## src/hw/rtl/directory_entry_match_filter_macros.svh

```systemverilog
// assertion macros for the directory entry match filter
`ifndef DIRECTORY_ENTRY_MATCH_FILTER_MACROS_SVH
`define DIRECTORY_ENTRY_MATCH_FILTER_MACROS_SVH
`ifndef SYNTHESIS
`define DEMF_ASSERT_IMP(lbl, ante, cons) \
    lbl: assert property (@(posedge clk) disable iff (!rst_n) (ante) |-> (cons)) \
        else $error("demf assertion failed");
`define DEMF_ASSERT_NXT(lbl, ante, cons) \
    lbl: assert property (@(posedge clk) disable iff (!rst_n) (ante) |=> (cons)) \
        else $error("demf assertion failed");
`else
`define DEMF_ASSERT_IMP(lbl, ante, cons)
`define DEMF_ASSERT_NXT(lbl, ante, cons)
`endif
`endif

```

## src/hw/rtl/demf_pkg.sv

```systemverilog
// types and constants of the directory entry match filter
`timescale 1ns / 1ps
package demf_pkg;

    localparam logic [3:0] ACT_CHECK    = 4'd0;
    localparam logic [3:0] ACT_LOOKUP   = 4'd1;
    localparam logic [3:0] ACT_ADD_NAME = 4'd2;
    localparam logic [3:0] ACT_DEL_NAME = 4'd3;
    localparam logic [3:0] ACT_CLR_NAME = 4'd4;
    localparam logic [3:0] ACT_ADD_ID   = 4'd5;
    localparam logic [3:0] ACT_DEL_ID   = 4'd6;
    localparam logic [3:0] ACT_CLR_ID   = 4'd7;
    localparam logic [3:0] ACT_LIST     = 4'd8;

    localparam logic [1:0] ST_OK       = 2'd0;
    localparam logic [1:0] ST_INVALID  = 2'd1;
    localparam logic [1:0] ST_FULL     = 2'd2;
    localparam logic [1:0] ST_NOTFOUND = 2'd3;

    localparam logic [7:0] CHAR_ZERO = 8'h30;
    localparam logic [7:0] CHAR_ONE  = 8'h31;
    localparam logic [7:0] CHAR_NINE = 8'h39;
    localparam logic [34:0] ID_MAX   = 35'h0_7FFF_FFFF;

    typedef struct packed {
        logic [3:0]         action;
        logic [7:0]         entry_byte;
        logic               last_byte;
        logic               is_directory;
        logic signed [31:0] id_in;
    } demf_in_t;

    typedef struct packed {
        logic [1:0]  status;
        logic        hit;
        logic [30:0] id_out;
        logic        last;
    } demf_out_t;

    typedef struct packed {
        logic       step;
        logic       restart;
        logic       first;
        logic       below_ten;
        logic [7:0] data;
    } demf_dec_ctl_t;

    typedef struct packed {
        logic        lookup_ok;
        logic [30:0] lookup_id;
        logic        canon_ok;
        logic        canon_lead0;
        logic [30:0] canon_id;
    } demf_dec_stat_t;

endpackage

```

## src/hw/rtl/demf_digit_unit.sv

```systemverilog
// decimal digit accumulator for lookup and canonical id parsing
`timescale 1ns / 1ps
module demf_digit_unit (
    input  logic                     clk,
    input  logic                     rst_n,
    input  demf_pkg::demf_dec_ctl_t  ctl,
    output demf_pkg::demf_dec_stat_t stat
);
    import demf_pkg::*;

    logic [30:0] acc_reg, acc_next;
    logic        dvalid_reg, dvalid_next;
    logic        run_reg, run_next;
    logic [33:0] cacc_reg, cacc_next;
    logic        cdig_reg, cdig_next;
    logic        clead0_reg, clead0_next;

    logic        is_dig;
    logic        is_lead;
    logic [3:0]  dig;
    logic [34:0] lv;
    logic [34:0] cv;

    assign is_dig  = (ctl.data >= CHAR_ZERO) && (ctl.data <= CHAR_NINE);
    assign is_lead = (ctl.data >= CHAR_ONE) && (ctl.data <= CHAR_NINE);
    assign dig     = 4'(ctl.data - CHAR_ZERO);
    assign lv = ({4'b0, acc_reg} << 3) + ({4'b0, acc_reg} << 1) + 35'(dig);
    assign cv = ({1'b0, cacc_reg} << 3) + ({1'b0, cacc_reg} << 1) + 35'(dig);

    always_comb
    begin
        acc_next    = acc_reg;
        dvalid_next = dvalid_reg;
        run_next    = run_reg;
        cacc_next   = cacc_reg;
        cdig_next   = cdig_reg;
        clead0_next = clead0_reg;
        if (ctl.restart)
        begin
            acc_next    = '0;
            dvalid_next = 1'b1;
            run_next    = 1'b0;
            cacc_next   = '0;
            cdig_next   = 1'b1;
            clead0_next = 1'b0;
        end
        else if (ctl.step)
        begin
            if (ctl.first)
            begin
                acc_next    = is_lead ? 31'(dig) : '0;
                dvalid_next = is_lead;
                run_next    = is_lead;
                clead0_next = (ctl.data == CHAR_ZERO);
            end
            else if (run_reg)
            begin
                if (is_dig)
                begin
                    if (lv > ID_MAX)
                    begin
                        dvalid_next = 1'b0;
                        run_next    = 1'b0;
                        acc_next    = '0;
                    end
                    else
                    begin
                        acc_next = lv[30:0];
                    end
                end
                else
                begin
                    run_next = 1'b0;
                end
            end
            if (!is_dig)
            begin
                cdig_next = 1'b0;
            end
            else if (ctl.below_ten)
            begin
                cacc_next = cv[33:0];
            end
        end
    end

    always_ff @(posedge clk or negedge rst_n)
    begin
        if (!rst_n)
        begin
            acc_reg    <= '0;
            dvalid_reg <= 1'b1;
            run_reg    <= 1'b0;
            cacc_reg   <= '0;
            cdig_reg   <= 1'b1;
            clead0_reg <= 1'b0;
        end
        else
        begin
            acc_reg    <= acc_next;
            dvalid_reg <= dvalid_next;
            run_reg    <= run_next;
            cacc_reg   <= cacc_next;
            cdig_reg   <= cdig_next;
            clead0_reg <= clead0_next;
        end
    end

    assign stat.lookup_ok   = dvalid_reg && (acc_reg != '0);
    assign stat.lookup_id   = acc_reg;
    assign stat.canon_ok    = cdig_reg && ({1'b0, cacc_reg} <= ID_MAX) && (cacc_reg != '0);
    assign stat.canon_lead0 = clead0_reg;
    assign stat.canon_id    = cacc_reg[30:0];

endmodule

```

## config.mk

```make
export PLATFORM = sky130hd
export DESIGN_NAME = demf_digit_unit
export DESIGN_NICKNAME = d
export VERILOG_FILES = /design/src/hw/rtl/directory_entry_match_filter_macros.svh /design/src/hw/rtl/demf_pkg.sv /design/src/hw/rtl/demf_digit_unit.sv
export SDC_FILE = /design/constraint.sdc
export NUM_CORES = 1
export LEC_CHECK = 0
export ABC_AREA = 0
export CORE_ASPECT_RATIO = 0.7
export CORE_MARGIN = 3
export CORE_UTILIZATION = 48
export CTS_BUF_LIST = sky130_fd_sc_hd__clkbuf_16
export DETAILED_ROUTE_END_ITERATION = 8
export DONT_BUFFER_PORTS = 1
export PLACE_DENSITY_LB_ADDON = 0.3
export SLEW_MARGIN = 15
export SYNTH_ARGS = -nofsm -noshare
export SYNTH_HDL_FRONTEND = slang
export SYNTH_SLANG_ARGS = --single-unit
```

## constraint.sdc

```tcl
create_clock -name clk -period 3.79 [get_ports clk]
set_input_delay 0.1895 -clock clk [delete_from_list [all_inputs] [get_ports clk]]
set_output_delay 0.1895 -clock clk [all_outputs]
set_load 0.05 [all_outputs]
```

* Yosys cells after proc, flatten, opt, wreduce, memory -nomap -nowiden
Index checks and enable logic that the tools add are counted.
Widths: inputs -> output; s select.
** Storage, ports and cells
- Input port bits :: 14
- Logic and storage cells :: 66
- Bits in registers :: 69
- Output and inout bits :: 65
** Operators by class
- Reductions and logical operators :: 19
- Eq/ne operators :: 2
- Multiplexer cells :: 29
- Add/sub/neg operators :: 5
- Order comparisons :: 5
** Operator list (count)
- $mux 31 :: 6
- $mux 34 :: 4
- $add 34x32->35 :: 1
- $add 35x4->35 :: 1
- $gt 35x31->1 const B :: 1
- $add 34x34->34 :: 1
- $add 34x4->34 :: 1
- $le 34x31->1 const B :: 1
- $reduce_bool 34->1 :: 1
- $reduce_bool 31->1 :: 1
- $mux 1 :: 18
- $ge 8x6->1 const B :: 2
- $reduce_bool 3->1 :: 3
- $eq 8x6->1 const B :: 1
- $le 8x6->1 const B :: 1
- $reduce_bool 2->1 :: 4
- $reduce_and 3->1 :: 2
- $logic_and 1x1->1 :: 5
- $mux 4 :: 1
- $reduce_and 2->1 :: 2
- $reduce_and 4->1 :: 1
- $sub 4x1->4 const B :: 1
- $ne 2x2->1 const B :: 1

* Depth between registers and ports, before layout
- Depth in word-level cells :: 9
- Depth in mapped cells :: 14
- Depth with buffers taken out :: 13

* Least setup slack after synthesis
OpenSTA, ideal clock, no wires.
- Kind :: register to register
- From :: register acc_reg[0]
- To :: register acc_reg[23]
- Data arrival time :: 3.639 ns
- Clock period less this slack :: 3.716 ns
- Setup time :: 0.076 ns
- Setup slack :: 0.074 ns
- Path buffers :: 1
- Stages on the path, launching flop included :: 15
- Data required time :: 3.714 ns
- Path through :: dfrtp_1 > inv_1 > fa_1 > inv_1 > fa_1 > a211oi_2 > o21ai_0 > a31oi_1 > o21ai_1 > a21o_1 > o21ai_1 > o2111a_1 > nand3_2 > buf_4 > o21ai_1
** On the way
- Cells in the longest elaborated chain, start to end :: 9
** Ends and longest elaborated chain
- from (decl) :: RTL line demf_digit_unit.sv:11 : logic [30:0] acc_reg, acc_next;
- from (signal assigned) :: RTL line demf_digit_unit.sv:100 : acc_reg <= acc_next;
- $add 34x32->35 * :: RTL line demf_digit_unit.sv:27 : assign lv = ({4'b0, acc_reg} << 3) + ({4'b0, acc_reg} << 1) + 35'(dig);
- $add 35x4->35 * :: RTL line demf_digit_unit.sv:27
- $gt 35x31->1 :: RTL line demf_digit_unit.sv:60 : if (lv > ID_MAX)
- $mux 31 * :: RTL line demf_digit_unit.sv:60
- $mux 31 * :: RTL line demf_digit_unit.sv:58 : if (is_dig)
- $mux 31 * :: RTL line demf_digit_unit.sv:56 : else if (run_reg)
- $mux 31 * :: RTL line demf_digit_unit.sv:49 : if (ctl.first)
- $mux 31 * :: RTL line demf_digit_unit.sv:47 : else if (ctl.step)
- $mux 31 * :: RTL line demf_digit_unit.sv:38 : if (ctl.restart)
Mark *: on every way between the ends. The rest lies on a longest branch, timed or not. The select of a mux whose other input is x is not followed.
A chain may end at the register's enable or synchronous reset.

* Worst setup path in the final report
- From :: register acc_reg[1]
- To :: register acc_reg[23]
Same word-level chain as after synthesis.

==> flow_metrics.tcl <==
set metrics [dict create \
    outcome "completed" \
    ant_nets 0 \
    syn-mean-instance-area_um2 8.58 \
    hold-worst-slack_ps 3.78 \
    asyncSetResetFlopFracSynth_pct 100 \
    global_route.usage.total_pct 25.3 \
    worstReg2RegEnd "acc_reg[23]" \
    core_area_um2 14100 \
    largest_register_ff_count 34 \
    grt.overflow.total 0 \
    cts_max_path_buffers 2 \
    fin_nets 977 \
    worst_r2r_path_depth 13 \
    layout_cell_share_with_drive_strength_beyond_1_pct 11.4 \
    netlist_instances 811 \
    number_of_global_route_vias_before_repair 6108 \
    initial_utilization_pct 49.5 \
    num_antenna_cells 0 \
    routed_wire_length_mm 19.6 \
    clock-root-buffer "sky130_fd_sc_hd__clkbuf_16" \
    detail_route.first_pass.iterations 7 \
    setup.reg_to_reg.worst_slack_ps 260 \
    number_of_buffers_created_by_cts 9 \
    min_period_ps 3530 \
    fp.dieW_um 150 \
    setup_violations 0 \
    detail_route.drc_violations 0 \
    total_leakage_power_nw 4.17 \
    first_pass_grt_wire_length_mm 32.5 \
    synth_enable_flop_cells 0 \
    m1_gr_usage_pct 37.5 \
    post-place-ws_ps 207 \
    crit_required_ps 4010 \
    gpl.final_weighted_congestion 0.926 \
    max_freq_mhz 283 \
    ios 79 \
    post_synth_instance_area_um2 6960 \
    area_growth_syn_to_layout_pct 11.4 \
    io_buffers 0 \
    worst_hold_path_type "input pin to flop" \
    setup_skew_after_layout_ps 7.90 \
    via_density 6.15 \
    h-tree-depth 3 \
    final-max-slew-violation-count 0 \
    detailroute.via_count 6341 \
    detail_route.iter0.violations 602 \
    crit_path_max_fanout 19 \
    netlist-cell-type-count 62 \
    critical_path_arrival_ps 3750 \
    grt_max_degree 70 \
    synth.yosys.seq_area_share_pct 24.8 \
    synth.ff_latch_count 69 \
    cts.sink_count 69 \
    fp.dieH_um 107 \
    relative_slew_slack_pct 36.2 \
    postSynthNetCount 952 \
    routedWlPerCell_um 19.1 \
    design.die.area_um2 16000 \
    power.density_nw_per_um2 238 \
    yosys_warns 0 \
    timing.final.ws_setup_ps 258 \
    clock_insertion_delay_worst_skew_ps 350 \
    r2r_start "acc_reg[1]" \
    finish.utilization_pct 55.2 \
    irDropWorstVdd_mv 0.237 \
    tritoncts "built" \
    critical_path.endpoint_type "flop" \
    busiest_layer "met1" \
    crit_type "flop to flop" \
    drv.max_cap_violation_count 0 \
    initial_antenna_violation_count 0 \
    hold_depth 2 \
    worstSetupStartpointType "flop" \
    use_met3_pct 6.08 \
    postCtsSetupBuffers 0 \
    worst_setup_path_endpoint "acc_reg[23]" \
    fp-row-count 36 \
    worst_slew_pin_slew_ps 954 \
    final-hold-violation-count 0 \
    crit_path_start "acc_reg[1]" \
    met2_usage_pct 36.8 \
    yosys_most_used_dff "sky130_fd_sc_hd__dfrtp_1" \
    period_share_pct 93.2 \
    clk_pin_slew_worst_paths_ps 60 \
    dp.final_hpwl_mm 14.8 \
]
cell usage after synthesis (3+ instances only):
master | n | area, um2
sky130_fd_sc_hd__ha_1 | 123 | 1540
sky130_fd_sc_hd__nand2_1 | 97 | 364
sky130_fd_sc_hd__dfrtp_1 | 67 | 1680
sky130_fd_sc_hd__a21oi_1 | 59 | 295
sky130_fd_sc_hd__o21ai_0 | 51 | 255
sky130_fd_sc_hd__buf_4 | 35 | 263
sky130_fd_sc_hd__o21ai_1 | 35 | 175
sky130_fd_sc_hd__inv_1 | 31 | 116
sky130_fd_sc_hd__nor2_1 | 29 | 109
sky130_fd_sc_hd__a21o_1 | 27 | 203
sky130_fd_sc_hd__xor2_1 | 23 | 201
sky130_fd_sc_hd__xnor2_1 | 22 | 193
sky130_fd_sc_hd__clkbuf_1 | 17 | 63.8
sky130_fd_sc_hd__nor4_1 | 16 | 100
sky130_fd_sc_hd__and3_1 | 14 | 87.6
sky130_fd_sc_hd__nand4_1 | 13 | 81.3
sky130_fd_sc_hd__a31oi_1 | 11 | 68.8
sky130_fd_sc_hd__nand3_1 | 10 | 50.1
sky130_fd_sc_hd__o21a_1 | 10 | 75.1
sky130_fd_sc_hd__and2_1 | 8 | 50.1
sky130_fd_sc_hd__o31ai_1 | 7 | 52.6
sky130_fd_sc_hd__or3_1 | 7 | 43.8
sky130_fd_sc_hd__a211o_1 | 6 | 52.6
sky130_fd_sc_hd__a21boi_0 | 6 | 45.0
sky130_fd_sc_hd__a32o_1 | 6 | 60.1
sky130_fd_sc_hd__o211ai_1 | 6 | 45.0
sky130_fd_sc_hd__a22o_1 | 5 | 43.8
sky130_fd_sc_hd__nor2b_1 | 5 | 31.3
sky130_fd_sc_hd__a211oi_1 | 4 | 30.0
sky130_fd_sc_hd__a22oi_1 | 4 | 30.0
sky130_fd_sc_hd__fa_1 | 4 | 80.1
sky130_fd_sc_hd__nor3_1 | 4 | 20.0
sky130_fd_sc_hd__or2_2 | 4 | 25.0
sky130_fd_sc_hd__a21oi_2 | 3 | 26.3
sky130_fd_sc_hd__nor3b_1 | 3 | 22.5
sky130_fd_sc_hd__o2111ai_1 | 3 | 26.3
metal layers:
| layer | share of wire (%) | vias to the layer above |
|---|---|---|
| met3 | 8.4 | 32 |
| met5 | 0 | - |
| met2 | 42 | 244 |
| met1 | 48 | 3032 |
| met4 | 1.6 | 0 |
| li1 | - | 3033 |
stage by stage:
stage               area, um2  TNS (ps)  power (mW)  instances
finish                   7760         0        1.84       1031
global route             7760     -3.95        1.90       1031
CTS                      7740         0        1.86       1031
detailed placement       7330         0       0.845       1009
global placement         7330         0       0.844       1009
floorplan                6960         0       0.823        811
worst min path at each step:
stage / from / endpoint / slack [ps]
2_1_floorplan: rst_n / acc_reg[0] / -110
3_3_place_gp: rst_n / cacc_reg[22] / -100
3_5_place_dp: rst_n / cacc_reg[21] / -100
4_1_cts: ctl[10] / cdig_reg / 0.8
5_1_grt: ctl[3] / acc_reg[3] / 20
6_report: ctl[3] / acc_reg[3] / 4
cell families (layout without fill, tap and decap cells):
kind of cell	count (synthesis)	count (layout)	share of synthesized area [%]
adder cells (fa/ha/maj)	127	127	23.3
buffers and inverters	83	113	6.36
AO/OA/AOI/OAI	266	266	24.4
flip-flops	69	69	24.8
AND/OR/NAND/NOR	220	220	15.3
XOR/XNOR	45	45	5.66
multiplexers	1	1	0.144
final cells by class:
class                   instances  area [um2]
flip-flops and latches         69        1730
fillers                      1263        6300
repair buffers                 66         528
multi-input cells             659        4810
clock inverters                 7         106
well taps                     190         238
inverters                      31         116
clock buffers                   9         225
layout by cell type, fill, tap and decap left out, drive strengths merged, types with 4 or more instances in the layout:
cell type    instances
a21o                27
nand3               11
and3                14
o21ai               87
a32o                 6
dfrtp               67
a22o                 5
clkbuf               9
a22oi                4
and2                 8
a21oi               62
o31ai                7
nor2                29
ha                 123
a21boi               7
nor4                16
nor2b                5
a31oi               11
inv                 33
fa                   4
xor2                23
or3                  7
nor3                 4
nand2               97
dlygate4sd3          5
nand4               13
buf                 61
or2                  4
a211o                6
xnor2               22
o211ai               6
o21a                10
a211oi               5
what timing repair did:
action / 4_1_cts / 5_1_grt
hold buffers: 6 / 0
gates resized for setup: 0 / 5
setup endpoints to repair: 0 / 35
hold endpoints to repair: 74 / 0
power by group:
| group | internal, mW | switching (mW) | leakage, nW | total [mW] |
|---|---|---|---|---|
| clock network | 0.635 | 0.351 | 0.169 | 0.986 |
| registers | 0.741 | 0.00287 | 0.957 | 0.744 |
| logic | 0.0324 | 0.0808 | 3.04 | 0.113 |
worst max-delay path, cell delays in order, from the launching register on:
cell	delay, ps
sky130_fd_sc_hd__dfrtp_1	380
sky130_fd_sc_hd__buf_4	200
sky130_fd_sc_hd__ha_1	320
sky130_fd_sc_hd__ha_1	390
sky130_fd_sc_hd__o211a_1	190
sky130_fd_sc_hd__a21oi_2	80
sky130_fd_sc_hd__o22ai_2	310
sky130_fd_sc_hd__a31oi_1	200
sky130_fd_sc_hd__or4b_1	540
sky130_fd_sc_hd__o311a_1	130
sky130_fd_sc_hd__o2111a_2	180
sky130_fd_sc_hd__nand3_2	80
sky130_fd_sc_hd__buf_4	260
sky130_fd_sc_hd__o21ai_1	120
(Power assumes the default switching activity.)
